File: config.mk
export PLATFORM = sky130hd
export DESIGN_NAME = tcp_conn_state_tracker_core_flat
export DESIGN_NICKNAME = d
export VERILOG_FILES = /design/src/rtl/tcst_pkg.sv /design/src/rtl/tcst_seg_if.sv /design/src/rtl/tcst_res_if.sv /design/src/rtl/tcp_conn_state_tracker_core.sv /design/src/rtl/tcst_rules.sv /design/src/flat_wrapper.sv
export SDC_FILE = /design/constraint.sdc
export NUM_CORES = 2
export LEC_CHECK = 0
export ABC_AREA = 1
export BUFFER_PORTS_ARGS = -buffer_cell sky130_fd_sc_hd__buf_4
export CAP_MARGIN = 30
export CELL_PAD_IN_SITES_DETAIL_PLACEMENT = 1
export CELL_PAD_IN_SITES_GLOBAL_PLACEMENT = 1
export CORE_ASPECT_RATIO = 0.9
export CORE_MARGIN = 5
export CORE_UTILIZATION = 50
export DETAILED_ROUTE_END_ITERATION = 8
export GPL_TIMING_DRIVEN = 0
export PLACE_DENSITY = 0.95
export SLEW_MARGIN = 5
export SYNTH_ARGS = -nofsm -noshare
export SYNTH_HDL_FRONTEND = slang
export SYNTH_SLANG_ARGS = --single-unit
export TNS_END_PERCENT = 5
File: constraint.sdc
create_clock -name clk -period 21 [get_ports clk]
set_input_delay 1.05 -clock clk [delete_from_list [all_inputs] [get_ports clk]]
set_output_delay 1.05 -clock clk [all_outputs]
set_load 0.005 [all_outputs]
File: src/rtl/tcst_pkg.sv
`default_nettype none

package tcst_pkg;

    localparam int unsigned SeqW = 32;
    localparam int unsigned WinW = 16;
    localparam int unsigned LenW = 16;

    localparam int unsigned FlagFinBit = 0;
    localparam int unsigned FlagSynBit = 1;
    localparam int unsigned FlagRstBit = 2;
    localparam int unsigned FlagAckBit = 4;

    typedef enum logic [3:0] {
        ST_CLOSED      = 4'd0,
        ST_SYN_ISSUED  = 4'd1,
        ST_SYN_RCVD    = 4'd2,
        ST_ESTABLISHED = 4'd3,
        ST_FIN_WAIT_1  = 4'd4,
        ST_FIN_WAIT_2  = 4'd5,
        ST_CLOSING     = 4'd6,
        ST_TIME_WAIT   = 4'd7,
        ST_CLOSE_WAIT  = 4'd8,
        ST_LAST_ACK    = 4'd9
    } conn_state_t;

    typedef enum logic [1:0] {
        VERDICT_REJECT  = 2'd0,
        VERDICT_ACCEPT  = 2'd1,
        VERDICT_RST_OK  = 2'd2,
        VERDICT_RST_BAD = 2'd3
    } verdict_t;

    typedef struct packed {
        conn_state_t           state;
        logic [SeqW-1:0]       unacked;
        logic [SeqW-1:0]       next_seq;
        logic [WinW-1:0]       window;
    } endpoint_t;

    typedef struct packed {
        logic                  direction;
        logic [7:0]            seg_flags;
        logic [SeqW-1:0]       seg_seq;
        logic [SeqW-1:0]       seg_ack;
        logic [WinW-1:0]       seg_window;
        logic [LenW-1:0]       seg_length;
    } segment_t;

    // a >= b, modulo 2^32
    function automatic logic sq_geq(input logic [SeqW-1:0] a, input logic [SeqW-1:0] b);
        logic [SeqW-1:0] d;
        d = a - b;
        return ~d[SeqW-1];
    endfunction

    // a <= b, modulo 2^32
    function automatic logic sq_leq(input logic [SeqW-1:0] a, input logic [SeqW-1:0] b);
        logic [SeqW-1:0] d;
        d = a - b;
        return (d == '0) || d[SeqW-1];
    endfunction

    function automatic logic sq_between(input logic [SeqW-1:0] a,
                                        input logic [SeqW-1:0] lo,
                                        input logic [SeqW-1:0] hi);
        return sq_geq(a, lo) && sq_leq(a, hi);
    endfunction

endpackage

`default_nettype wire

File: src/rtl/tcst_seg_if.sv
`default_nettype none

interface tcst_seg_if;
    logic                      valid;
    logic                      ready;
    logic                      direction;
    logic [7:0]                seg_flags;
    logic [tcst_pkg::SeqW-1:0] seg_seq;
    logic [tcst_pkg::SeqW-1:0] seg_ack;
    logic [tcst_pkg::WinW-1:0] seg_window;
    logic [tcst_pkg::LenW-1:0] seg_length;

    modport source (
        output valid, direction, seg_flags, seg_seq, seg_ack, seg_window, seg_length,
        input  ready
    );
    modport sink (
        input  valid, direction, seg_flags, seg_seq, seg_ack, seg_window, seg_length,
        output ready
    );
endinterface

`default_nettype wire

File: src/rtl/tcst_res_if.sv
`default_nettype none

interface tcst_res_if;
    logic       valid;
    logic       ready;
    logic [1:0] verdict;
    logic [3:0] state_zero;
    logic [3:0] state_one;

    modport source (
        output valid, verdict, state_zero, state_one,
        input  ready
    );
    modport sink (
        input  valid, verdict, state_zero, state_one,
        output ready
    );
endinterface

`default_nettype wire

File: src/rtl/tcp_conn_state_tracker_core.sv
// channel  role    handshake      payload
// seg      sink    valid / ready  direction, seg_flags, seg_seq, seg_ack, seg_window, seg_length
// res      source  valid / ready  verdict, state_zero, state_one
//
// one segment per cycle sustained unless res.ready holds a result back; a result is offered
// once its segment has gone through an input register, the rule logic and a result register
// endpoint records update when a segment moves from the input register to the result register
// rst_n clears both records to closed, zero sequence numbers and zero windows
// a stalled result holds the input register; seg.ready drops only when both stages are full
`default_nettype none

module tcp_conn_state_tracker_core (
    input  wire logic   clk,
    input  wire logic   rst_n,
    tcst_seg_if.sink    seg,
    tcst_res_if.source  res
);

    logic                 in_valid_reg;
    logic                 in_valid_next;
    tcst_pkg::segment_t   in_data_reg;
    logic                 out_valid_reg;
    logic                 out_valid_next;
    tcst_pkg::verdict_t   out_verdict_reg;
    tcst_pkg::conn_state_t out_st0_reg;
    tcst_pkg::conn_state_t out_st1_reg;
    tcst_pkg::endpoint_t  rec0_reg;
    tcst_pkg::endpoint_t  rec1_reg;
    tcst_pkg::endpoint_t  rec0_next;
    tcst_pkg::endpoint_t  rec1_next;

    tcst_pkg::endpoint_t  rcv;
    tcst_pkg::endpoint_t  snd;
    tcst_pkg::endpoint_t  rcv_upd;
    tcst_pkg::endpoint_t  snd_upd;
    tcst_pkg::verdict_t   verdict;
    tcst_pkg::segment_t   seg_data;

    logic                 take;
    logic                 advance;

    assign seg_data = '{direction:  seg.direction,
                        seg_flags:  seg.seg_flags,
                        seg_seq:    seg.seg_seq,
                        seg_ack:    seg.seg_ack,
                        seg_window: seg.seg_window,
                        seg_length: seg.seg_length};

    assign advance   = in_valid_reg && (!out_valid_reg || res.ready);
    assign seg.ready = !in_valid_reg || advance;
    assign take      = seg.valid && seg.ready;

    // receiver role picked by direction
    assign rcv = in_data_reg.direction ? rec1_reg : rec0_reg;
    assign snd = in_data_reg.direction ? rec0_reg : rec1_reg;

    tcst_rules u_rules (
        .seg     (in_data_reg),
        .rcv     (rcv),
        .snd     (snd),
        .rcv_upd (rcv_upd),
        .snd_upd (snd_upd),
        .verdict (verdict)
    );

    assign rec0_next = in_data_reg.direction ? snd_upd : rcv_upd;
    assign rec1_next = in_data_reg.direction ? rcv_upd : snd_upd;

    always_comb
    begin
        in_valid_next = in_valid_reg;
        if (take)
        begin
            in_valid_next = 1'b1;
        end
        else if (advance)
        begin
            in_valid_next = 1'b0;
        end
        out_valid_next = out_valid_reg;
        if (advance)
        begin
            out_valid_next = 1'b1;
        end
        else if (res.ready)
        begin
            out_valid_next = 1'b0;
        end
    end

    always_ff @(posedge clk or negedge rst_n)
    begin
        if (!rst_n)
        begin
            in_valid_reg  <= 1'b0;
            out_valid_reg <= 1'b0;
            rec0_reg      <= '{state: tcst_pkg::ST_CLOSED, unacked: '0, next_seq: '0,
                               window: '0};
            rec1_reg      <= '{state: tcst_pkg::ST_CLOSED, unacked: '0, next_seq: '0,
                               window: '0};
        end
        else
        begin
            in_valid_reg  <= in_valid_next;
            out_valid_reg <= out_valid_next;
            if (advance)
            begin
                rec0_reg <= rec0_next;
                rec1_reg <= rec1_next;
            end
        end
    end

    always_ff @(posedge clk)
    begin
        if (take)
        begin
            in_data_reg <= seg_data;
        end
        if (advance)
        begin
            out_verdict_reg <= verdict;
            out_st0_reg     <= rec0_next.state;
            out_st1_reg     <= rec1_next.state;
        end
    end

    assign res.valid      = out_valid_reg;
    assign res.verdict    = out_verdict_reg;
    assign res.state_zero = out_st0_reg;
    assign res.state_one  = out_st1_reg;

    // records move only with a transaction through the rule logic
    a_rec_hold : assert property (@(posedge clk) disable iff (!rst_n)
        !advance |=> ($stable(rec0_reg) && $stable(rec1_reg)))
        else $error("endpoint record changed without a segment");

    // a rejected reset leaves both records as they were
    a_rst_bad_no_change : assert property (@(posedge clk) disable iff (!rst_n)
        advance && verdict == tcst_pkg::VERDICT_RST_BAD
        |=> (rec0_reg == $past(rec0_reg)) && (rec1_reg == $past(rec1_reg)))
        else $error("rejected reset altered a record");

    // an accepted reset closes both records
    a_rst_ok_closed : assert property (@(posedge clk) disable iff (!rst_n)
        advance && verdict == tcst_pkg::VERDICT_RST_OK
        |=> rec0_reg.state == tcst_pkg::ST_CLOSED && rec1_reg.state == tcst_pkg::ST_CLOSED)
        else $error("accepted reset left a record open");

    // reported states track the records just written
    a_report_matches : assert property (@(posedge clk) disable iff (!rst_n)
        advance |=> res.valid && res.state_zero == rec0_reg.state
                    && res.state_one == rec1_reg.state)
        else $error("reported state differs from record");

    // an empty input stage always takes a transaction
    a_ready_when_empty : assert property (@(posedge clk) disable iff (!rst_n)
        !in_valid_reg |-> seg.ready)
        else $error("input stage empty but not ready");

endmodule

`default_nettype wire

File: src/rtl/tcst_rules.sv
`default_nettype none

module tcst_rules (
    input  tcst_pkg::segment_t  seg,
    input  tcst_pkg::endpoint_t rcv,
    input  tcst_pkg::endpoint_t snd,
    output tcst_pkg::endpoint_t rcv_upd,
    output tcst_pkg::endpoint_t snd_upd,
    output tcst_pkg::verdict_t  verdict
);

    logic                      fin;
    logic                      syn;
    logic                      rst;
    logic                      ackf;
    logic [tcst_pkg::SeqW-1:0] seq_end;
    logic [tcst_pkg::SeqW-1:0] rcv_lo;
    logic [tcst_pkg::SeqW-1:0] rcv_hi;
    logic [tcst_pkg::SeqW-1:0] snd_hi;
    logic                      rst_ok;
    logic                      in_win;
    logic                      ack_ok;
    logic                      ack_exact;

    assign fin  = seg.seg_flags[tcst_pkg::FlagFinBit];
    assign syn  = seg.seg_flags[tcst_pkg::FlagSynBit];
    assign rst  = seg.seg_flags[tcst_pkg::FlagRstBit];
    assign ackf = seg.seg_flags[tcst_pkg::FlagAckBit];

    assign seq_end = seg.seg_seq + {{(tcst_pkg::SeqW-tcst_pkg::LenW){1'b0}}, seg.seg_length};
    assign rcv_lo  = rcv.unacked + 32'd1;
    assign rcv_hi  = rcv_lo + {{(tcst_pkg::SeqW-tcst_pkg::WinW){1'b0}}, rcv.window};
    assign snd_hi  = snd.unacked + {{(tcst_pkg::SeqW-tcst_pkg::WinW){1'b0}}, snd.window}
                     + 32'd1;

    // a receiver whose own syn is out checks the ack, any other state checks the window
    assign rst_ok = (rcv.state == tcst_pkg::ST_SYN_ISSUED) ? (seg.seg_ack == rcv_lo)
                  : tcst_pkg::sq_between(seg.seg_seq, rcv_lo, rcv_hi);

    assign in_win = tcst_pkg::sq_between(seg.seg_seq, snd.unacked, snd_hi)
                 && tcst_pkg::sq_between(seq_end, snd.unacked, snd_hi);

    assign ack_ok    = tcst_pkg::sq_between(seg.seg_ack, rcv.unacked, rcv.next_seq);
    assign ack_exact = (seg.seg_ack == rcv.next_seq);

    always_comb
    begin
        rcv_upd = rcv;
        snd_upd = snd;
        verdict = tcst_pkg::VERDICT_REJECT;
        if (rst)
        begin
            if (rst_ok)
            begin
                rcv_upd.state = tcst_pkg::ST_CLOSED;
                snd_upd.state = tcst_pkg::ST_CLOSED;
                verdict       = tcst_pkg::VERDICT_RST_OK;
            end
            else
            begin
                verdict = tcst_pkg::VERDICT_RST_BAD;
            end
        end
        else
        begin
            case (rcv.state)
                tcst_pkg::ST_CLOSED:
                begin
                    if (!ackf && syn)
                    begin
                        snd_upd.unacked  = seg.seg_seq;
                        snd_upd.next_seq = seq_end;
                        snd_upd.state    = tcst_pkg::ST_SYN_ISSUED;
                        rcv_upd.window   = seg.seg_window;
                        rcv_upd.state    = tcst_pkg::ST_SYN_RCVD;
                        verdict          = tcst_pkg::VERDICT_ACCEPT;
                    end
                end
                tcst_pkg::ST_SYN_ISSUED:
                begin
                    if (ackf)
                    begin
                        if (ack_ok && !(syn && snd.state == tcst_pkg::ST_ESTABLISHED))
                        begin
                            if (syn)
                            begin
                                snd_upd.unacked = seg.seg_seq;
                                snd_upd.state   = tcst_pkg::ST_SYN_ISSUED;
                            end
                            snd_upd.next_seq = seq_end;
                            rcv_upd.unacked  = seg.seg_ack;
                            rcv_upd.window   = seg.seg_window;
                            rcv_upd.state    = tcst_pkg::ST_ESTABLISHED;
                            verdict          = tcst_pkg::VERDICT_ACCEPT;
                        end
                    end
                    else if (syn)
                    begin
                        snd_upd.unacked  = seg.seg_seq;
                        snd_upd.next_seq = seq_end;
                        snd_upd.state    = tcst_pkg::ST_SYN_ISSUED;
                        rcv_upd.window   = seg.seg_window;
                        rcv_upd.state    = tcst_pkg::ST_SYN_RCVD;
                        verdict          = tcst_pkg::VERDICT_ACCEPT;
                    end
                end
                tcst_pkg::ST_ESTABLISHED:
                begin
                    if (in_win && !syn && !(ackf && !ack_ok))
                    begin
                        if (ackf)
                        begin
                            rcv_upd.unacked = seg.seg_ack;
                            rcv_upd.window  = seg.seg_window;
                        end
                        if (fin)
                        begin
                            rcv_upd.state = tcst_pkg::ST_CLOSE_WAIT;
                            snd_upd.state = tcst_pkg::ST_FIN_WAIT_1;
                        end
                        snd_upd.unacked  = seg.seg_seq;
                        snd_upd.next_seq = seq_end;
                        verdict          = tcst_pkg::VERDICT_ACCEPT;
                    end
                end
                tcst_pkg::ST_FIN_WAIT_1:
                begin
                    if (in_win && !syn)
                    begin
                        // fin state change stays even when the ack check fails
                        if (fin)
                        begin
                            rcv_upd.state = tcst_pkg::ST_CLOSING;
                            snd_upd.state = tcst_pkg::ST_LAST_ACK;
                        end
                        if (!(ackf && !ack_exact))
                        begin
                            if (ackf)
                            begin
                                rcv_upd.state   = fin ? tcst_pkg::ST_TIME_WAIT
                                                      : tcst_pkg::ST_FIN_WAIT_2;
                                rcv_upd.unacked = seg.seg_ack;
                                rcv_upd.window  = seg.seg_window;
                            end
                            snd_upd.unacked  = seg.seg_seq;
                            snd_upd.next_seq = seq_end;
                            verdict          = tcst_pkg::VERDICT_ACCEPT;
                        end
                    end
                end
                tcst_pkg::ST_FIN_WAIT_2:
                begin
                    if (in_win && !syn && !(ackf && !ack_exact))
                    begin
                        if (fin)
                        begin
                            rcv_upd.state = tcst_pkg::ST_TIME_WAIT;
                            snd_upd.state = tcst_pkg::ST_LAST_ACK;
                        end
                        snd_upd.unacked  = seg.seg_seq;
                        snd_upd.next_seq = seq_end;
                        rcv_upd.unacked  = seg.seg_ack;
                        rcv_upd.window   = seg.seg_window;
                        verdict          = tcst_pkg::VERDICT_ACCEPT;
                    end
                end
                tcst_pkg::ST_CLOSING:
                begin
                    if (in_win && !syn && !(ackf && !ack_exact))
                    begin
                        snd_upd.unacked  = seg.seg_seq;
                        snd_upd.next_seq = seq_end;
                        rcv_upd.state    = tcst_pkg::ST_TIME_WAIT;
                        verdict          = tcst_pkg::VERDICT_ACCEPT;
                    end
                end
                tcst_pkg::ST_CLOSE_WAIT:
                begin
                    if (seg.seg_seq == snd.next_seq && seg.seg_length == '0 && ackf && ack_ok)
                    begin
                        rcv_upd.unacked = seg.seg_ack;
                        rcv_upd.window  = seg.seg_window;
                        verdict         = tcst_pkg::VERDICT_ACCEPT;
                    end
                end
                tcst_pkg::ST_LAST_ACK:
                begin
                    if (seg.seg_seq == snd.next_seq && !(ackf && !ack_exact))
                    begin
                        rcv_upd.state = tcst_pkg::ST_CLOSED;
                        snd_upd.state = tcst_pkg::ST_CLOSED;
                        verdict       = tcst_pkg::VERDICT_ACCEPT;
                    end
                end
                default:
                begin
                    verdict = tcst_pkg::VERDICT_REJECT;
                end
            endcase
        end
    end

endmodule

`default_nettype wire
File: src/flat_wrapper.sv
// flat-port wrapper written by rule: the top's interface ports become plain ports
module tcp_conn_state_tracker_core_flat 
  (clk, rst_n, seg_valid, seg_direction, seg_seg_flags, seg_seg_seq, seg_seg_ack, seg_seg_window, seg_seg_length, seg_ready, res_valid, res_verdict, res_state_zero, res_state_one, res_ready);
  tcst_seg_if seg_i ();
  tcst_res_if res_i ();
  input  wire logic clk;
  input  wire logic rst_n;
  input wire logic [$bits(seg_i.valid)-1:0] seg_valid;
  input wire logic [$bits(seg_i.direction)-1:0] seg_direction;
  input wire logic [$bits(seg_i.seg_flags)-1:0] seg_seg_flags;
  input wire logic [$bits(seg_i.seg_seq)-1:0] seg_seg_seq;
  input wire logic [$bits(seg_i.seg_ack)-1:0] seg_seg_ack;
  input wire logic [$bits(seg_i.seg_window)-1:0] seg_seg_window;
  input wire logic [$bits(seg_i.seg_length)-1:0] seg_seg_length;
  output wire logic [$bits(seg_i.ready)-1:0] seg_ready;
  output wire logic [$bits(res_i.valid)-1:0] res_valid;
  output wire logic [$bits(res_i.verdict)-1:0] res_verdict;
  output wire logic [$bits(res_i.state_zero)-1:0] res_state_zero;
  output wire logic [$bits(res_i.state_one)-1:0] res_state_one;
  input wire logic [$bits(res_i.ready)-1:0] res_ready;
  assign seg_i.valid = seg_valid;
  assign seg_i.direction = seg_direction;
  assign seg_i.seg_flags = seg_seg_flags;
  assign seg_i.seg_seq = seg_seg_seq;
  assign seg_i.seg_ack = seg_seg_ack;
  assign seg_i.seg_window = seg_seg_window;
  assign seg_i.seg_length = seg_seg_length;
  assign seg_ready = seg_i.ready;
  assign res_valid = res_i.valid;
  assign res_verdict = res_i.verdict;
  assign res_state_zero = res_i.state_zero;
  assign res_state_one = res_i.state_one;
  assign res_i.ready = res_ready;
  tcp_conn_state_tracker_core u_core (.clk(clk), .rst_n(rst_n), .seg(seg_i), .res(res_i));
endmodule
==> flow_summary.html <==
<table>
<tr><th>Metric</th><th>Value</th></tr>
<tr><th colspan="2">Outcome</th></tr>
<tr><td>Status</td><td>complete, no violations</td></tr>
<tr><th colspan="2">Logic synthesis</th></tr>
<tr><td>Leading post-synthesis cells by instance count</td><td>1731 x sky130_fd_sc_hd__nand2_1, 800 x sky130_fd_sc_hd__inv_1, 531 x sky130_fd_sc_hd__nand3_1</td></tr>
<tr><td>Fraction of the yosys area taken by sequential cells</td><td>0.199</td></tr>
<tr><td>Syn avg cell area</td><td>6.08 µm²</td></tr>
<tr><td>Dominant combinational cell family by area after synthesis</td><td>simple AND/OR/NAND/NOR gates</td></tr>
<tr><td>Net Count, Synth</td><td>6681</td></tr>
<tr><td>Synth cell types</td><td>67</td></tr>
<tr><td>Share of synthesized cell area in and, or, nand and nor gates</td><td>0.330</td></tr>
<tr><td>Multiplexer fraction of the synthesized cell area</td><td>0.00105</td></tr>
<tr><td>Cell Area, Synth</td><td>38100 µm²</td></tr>
<tr><td>Most frequently used cell type in the post-synthesis netlist</td><td>sky130_fd_sc_hd__nand2_1</td></tr>
<tr><td>Compound-cell area share of the yosys netlist</td><td>0.209</td></tr>
<tr><td>Top post-synthesis cells by area</td><td>sky130_fd_sc_hd__nand2_1 17%, sky130_fd_sc_hd__dfrtp_1 11%, sky130_fd_sc_hd__ha_1 9.4%</td></tr>
<tr><td>Proportion of synthesized flip-flops having asynchronous set or reset</td><td>0.605</td></tr>
<tr><td>Most frequently used flop master after synthesis</td><td>sky130_fd_sc_hd__dfrtp_1</td></tr>
<tr><td>Number of flops mapped to enable cells by yosys</td><td>111</td></tr>
<tr><td>Fraction of synthesized cell area in xor and xnor cells</td><td>0.0417</td></tr>
<tr><td>Area share of the largest cell type after synthesis</td><td>0.170</td></tr>
<tr><td>Adder-cell share of the synthesized area</td><td>0.104</td></tr>
<tr><td>Flip-flop and latch count after synthesis</td><td>281</td></tr>
<tr><td>Cell type contributing the most total cell area after synthesis</td><td>sky130_fd_sc_hd__nand2_1</td></tr>
<tr><td>Yosys synthesis warning count</td><td>0</td></tr>
<tr><td>Number of instances in the synthesized netlist</td><td>6266</td></tr>
<tr><th colspan="2">Worst setup path</th></tr>
<tr><td>Max incr delay on CP</td><td>670 ps</td></tr>
<tr><td>Cell occurring most often along the worst timing path</td><td>sky130_fd_sc_hd__nand2_1</td></tr>
<tr><td>CP max-delay cell</td><td>sky130_fd_sc_hd__clkbuf_1</td></tr>
<tr><td>Maximum fanout encountered on the critical timing path</td><td>11</td></tr>
<tr><td>Endpoint type of the worst setup path</td><td>flip-flop</td></tr>
<tr><td>Crit start category</td><td>flip-flop</td></tr>
<tr><td>Data arrival time of the critical path</td><td>14640 ps</td></tr>
<tr><td>Data required, critical path</td><td>21440 ps</td></tr>
<tr><td>WS Path Type</td><td>reg -&gt; reg</td></tr>
<tr><th colspan="2">Drt</th></tr>
<tr><td>Residual DRC count</td><td>0</td></tr>
<tr><td>Detailed-route via count</td><td>50000</td></tr>
<tr><td>Iter 0 DRT Violations</td><td>7285</td></tr>
<tr><td>Number of detailed-routing iterations run before antenna repair</td><td>7</td></tr>
<tr><td>Wire length after detailed routing</td><td>221000 µm</td></tr>
<tr><td>Via/cell ratio</td><td>6.64</td></tr>
<tr><td>Antenna-violating nets left</td><td>0</td></tr>
<tr><td>Average routed wire per standard cell</td><td>29.3 µm</td></tr>
<tr><th colspan="2">Global routing</th></tr>
<tr><td>Wire length of the first global-routing pass</td><td>317000 µm</td></tr>
<tr><td>Maximum number of pins on one net before global-route repair</td><td>102</td></tr>
<tr><td>All-layer global routing usage</td><td>0.514</td></tr>
<tr><td>Overflow after GRT</td><td>0</td></tr>
<tr><td>Vias in the first global route</td><td>48800</td></tr>
<tr><td>Number of antenna violations at the first check in global routing</td><td>10</td></tr>
<tr><th colspan="2">Floorplan</th></tr>
<tr><td>Core area</td><td>75900 µm²</td></tr>
<tr><td>Starting density of the core</td><td>0.502</td></tr>
<tr><td>Area enclosed by the die boundary</td><td>81900 µm²</td></tr>
<tr><td>Number of cell rows</td><td>96</td></tr>
<tr><td>Die width</td><td>301 µm</td></tr>
<tr><td>I/O pins</td><td>121</td></tr>
<tr><td>Vertical die dimension</td><td>272 µm</td></tr>
<tr><th colspan="2">Job</th></tr>
<tr><td>Max Cap Violations</td><td>0</td></tr>
<tr><th colspan="2">Place</th></tr>
<tr><td>Count of input and output buffers</td><td>116</td></tr>
<tr><td>Placed wire-length estimate after detailed placement</td><td>175000 µm</td></tr>
<tr><td>Final weighted congestion of routability-driven global placement</td><td>1.13</td></tr>
<tr><th colspan="2">Worst hold path</th></tr>
<tr><td>Worst hold path type</td><td>in -&gt; async</td></tr>
<tr><th colspan="2">Clock tree</th></tr>
<tr><td>Number of buffers added for setup after CTS</td><td>0</td></tr>
<tr><td>CTS HTree Levels</td><td>2</td></tr>
<tr><td>TritonCTS clock tree</td><td>yes</td></tr>
<tr><td>Clock sink count</td><td>281</td></tr>
<tr><td>Clock tree root driver cell</td><td>sky130_fd_sc_hd__clkbuf_16</td></tr>
<tr><td>Number of gates given a new drive strength after cts</td><td>0</td></tr>
<tr><td>Number of hold buffers added after cts</td><td>0</td></tr>
<tr><td>Worst skew pair latency</td><td>630 ps</td></tr>
<tr><td>Max clock buf depth</td><td>3</td></tr>
<tr><td>Total CTS buffers</td><td>37</td></tr>
<tr><td>Clock slew at reported path FFs</td><td>60 ps</td></tr>
<tr><th colspan="2">Final layout</th></tr>
<tr><td>Fraction of the core area covered by cells at the end of the flow</td><td>0.553</td></tr>
<tr><td>Fillers</td><td>10800</td></tr>
<tr><td>Layout cells sized above 1</td><td>0.0687</td></tr>
<tr><td>Area of all sequential standard cells</td><td>7590 µm²</td></tr>
<tr><td>Number of flip-flops in the largest register</td><td>101</td></tr>
<tr><td>Area grow syn2layout</td><td>10.1%</td></tr>
<tr><td>Number of nets in the finished design</td><td>6891</td></tr>
<tr><td>Multi-input gate area in the final layout</td><td>26200 µm²</td></tr>
<tr><th colspan="2">Power</th></tr>
<tr><td>Static Leak</td><td>20.9 nW</td></tr>
<tr><td>Power per cell area</td><td>166 nW/µm²</td></tr>
<tr><td>Maximum vdd ir drop</td><td>0.102 mV</td></tr>
<tr><th colspan="2">Timing</th></tr>
<tr><td>Max Fclk</td><td>0.0705 GHz</td></tr>
<tr><td>Pin slew with the least headroom to its limit</td><td>1250 ps</td></tr>
<tr><td>Hold Vio Cnt, Final</td><td>0</td></tr>
<tr><td>Setup total negative slack</td><td>0 ps</td></tr>
<tr><td>Headroom to the max-slew limit</td><td>0.160</td></tr>
<tr><td>Setup repair after global routing missed its margin</td><td>no</td></tr>
<tr><td>Worst-case clock skew</td><td>45.4 ps</td></tr>
<tr><td>Tcrit/Tclk final</td><td>0.676</td></tr>
<tr><td>Min Tclk post-route</td><td>14190 ps</td></tr>
<tr><td>Final slew viol count</td><td>0</td></tr>
<tr><td># setup viols final</td><td>0</td></tr>
</table>
## critical path: cells and delay by family (launching register included)
family | cells | cell delay, ps
buffers and inverters | 17 | 5170
DFF | 1 | 430
adders and majority gates | 3 | 1290
and+or+nand+nor | 27 | 4340
AOI/OAI and AO/OA | 9 | 2410
xor gates and xnor gates | 1 | 210
muxes | 1 | 120
## through the flow
step	cells	cell area, µm²	hold WS, ps	setup slack [ps]	power [mW]
final	7538	42000	403	6810	6.96
after global routing	7531	42000	462	6730	7.31
after CTS	7507	41800	444	7770	6.61
after detailed placement	7442	40600	481	7790	5.90
after global placement	7411	40300	464	7430	5.64
after floorplan	6266	38100	424	12300	4.19
## cells in the final DEF (no fill, tap or decap), types with 58 or more instances in the layout
cell type / n
sky130_fd_sc_hd__a21boi_1: 61
sky130_fd_sc_hd__a21oi_1: 426
sky130_fd_sc_hd__buf_2: 58
sky130_fd_sc_hd__buf_4: 144
sky130_fd_sc_hd__clkbuf_1: 172
sky130_fd_sc_hd__dfrtp_1: 170
sky130_fd_sc_hd__edfxtp_1: 111
sky130_fd_sc_hd__ha_1: 286
sky130_fd_sc_hd__inv_1: 799
sky130_fd_sc_hd__nand2_1: 1731
sky130_fd_sc_hd__nand3_1: 531
sky130_fd_sc_hd__nand4_1: 85
sky130_fd_sc_hd__nor2_1: 417
sky130_fd_sc_hd__o211ai_1: 73
sky130_fd_sc_hd__o21ai_0: 470
sky130_fd_sc_hd__o21ai_1: 211
sky130_fd_sc_hd__xor2_1: 147
## final timing paths
kind	start	end	slack [ps]	cells after the start
setup / recovery	u_core.in_data_reg[104]	u_core.rec0_reg[17]	6810	58
hold / removal	rst_n	u_core.in_valid_reg	400	1
setup reg to reg	u_core.in_data_reg[104]	u_core.rec0_reg[17]	6810	58
hold reg to reg	u_core.rec0_reg[60]	u_core.rec0_reg[60]	500	2
max in group asynchronous	rst_n	u_core.rec1_reg[18]	19600	2
min in group clk	u_core.rec0_reg[60]	u_core.rec0_reg[60]	500	2
## logic make-up (layout without fill, tap and decap cells)
logic type	count (synthesis)	count (layout)
other	0	7
XOR/XNOR	179	179
AO/OA/AOI/OAI	1422	1422
AND/OR/NAND/NOR	2967	2967
flip-flops	281	281
buffers and inverters	1107	1343
adder cells (fa/ha/maj)	306	306
multiplexers	4	4
## power breakdown
part           switching (mW)  internal (mW)  leakage (nW)
Sequential              0.161          0.744          3.02
Clock                   0.303          0.358         0.570
Combinational            3.82           1.57          17.3
## routing by layer
layer / share of wire / track usage
met1: 0.36 / 0.619
met2: 0.39 / 0.743
met3: 0.15 / 0.194
met4: 0.096 / 0.384
met5: 0.0010 / 0
## area by class of cell
| type | count | share of cell area |
|---|---|---|
| multi-input cells | 4878 | 0.623 |
| clock inverters | 17 | 0.00379 |
| inverters | 844 | 0.0755 |
| repair buffers | 171 | 0.0326 |
| flip-flops and latches | 281 | 0.181 |
| well taps | 1029 | 0.0307 |
| clock buffers | 48 | 0.0243 |
| plain buffers | 263 | 0.0287 |
| diodes | 7 | 0.000417 |
Power figures use the tool's default switching activity.
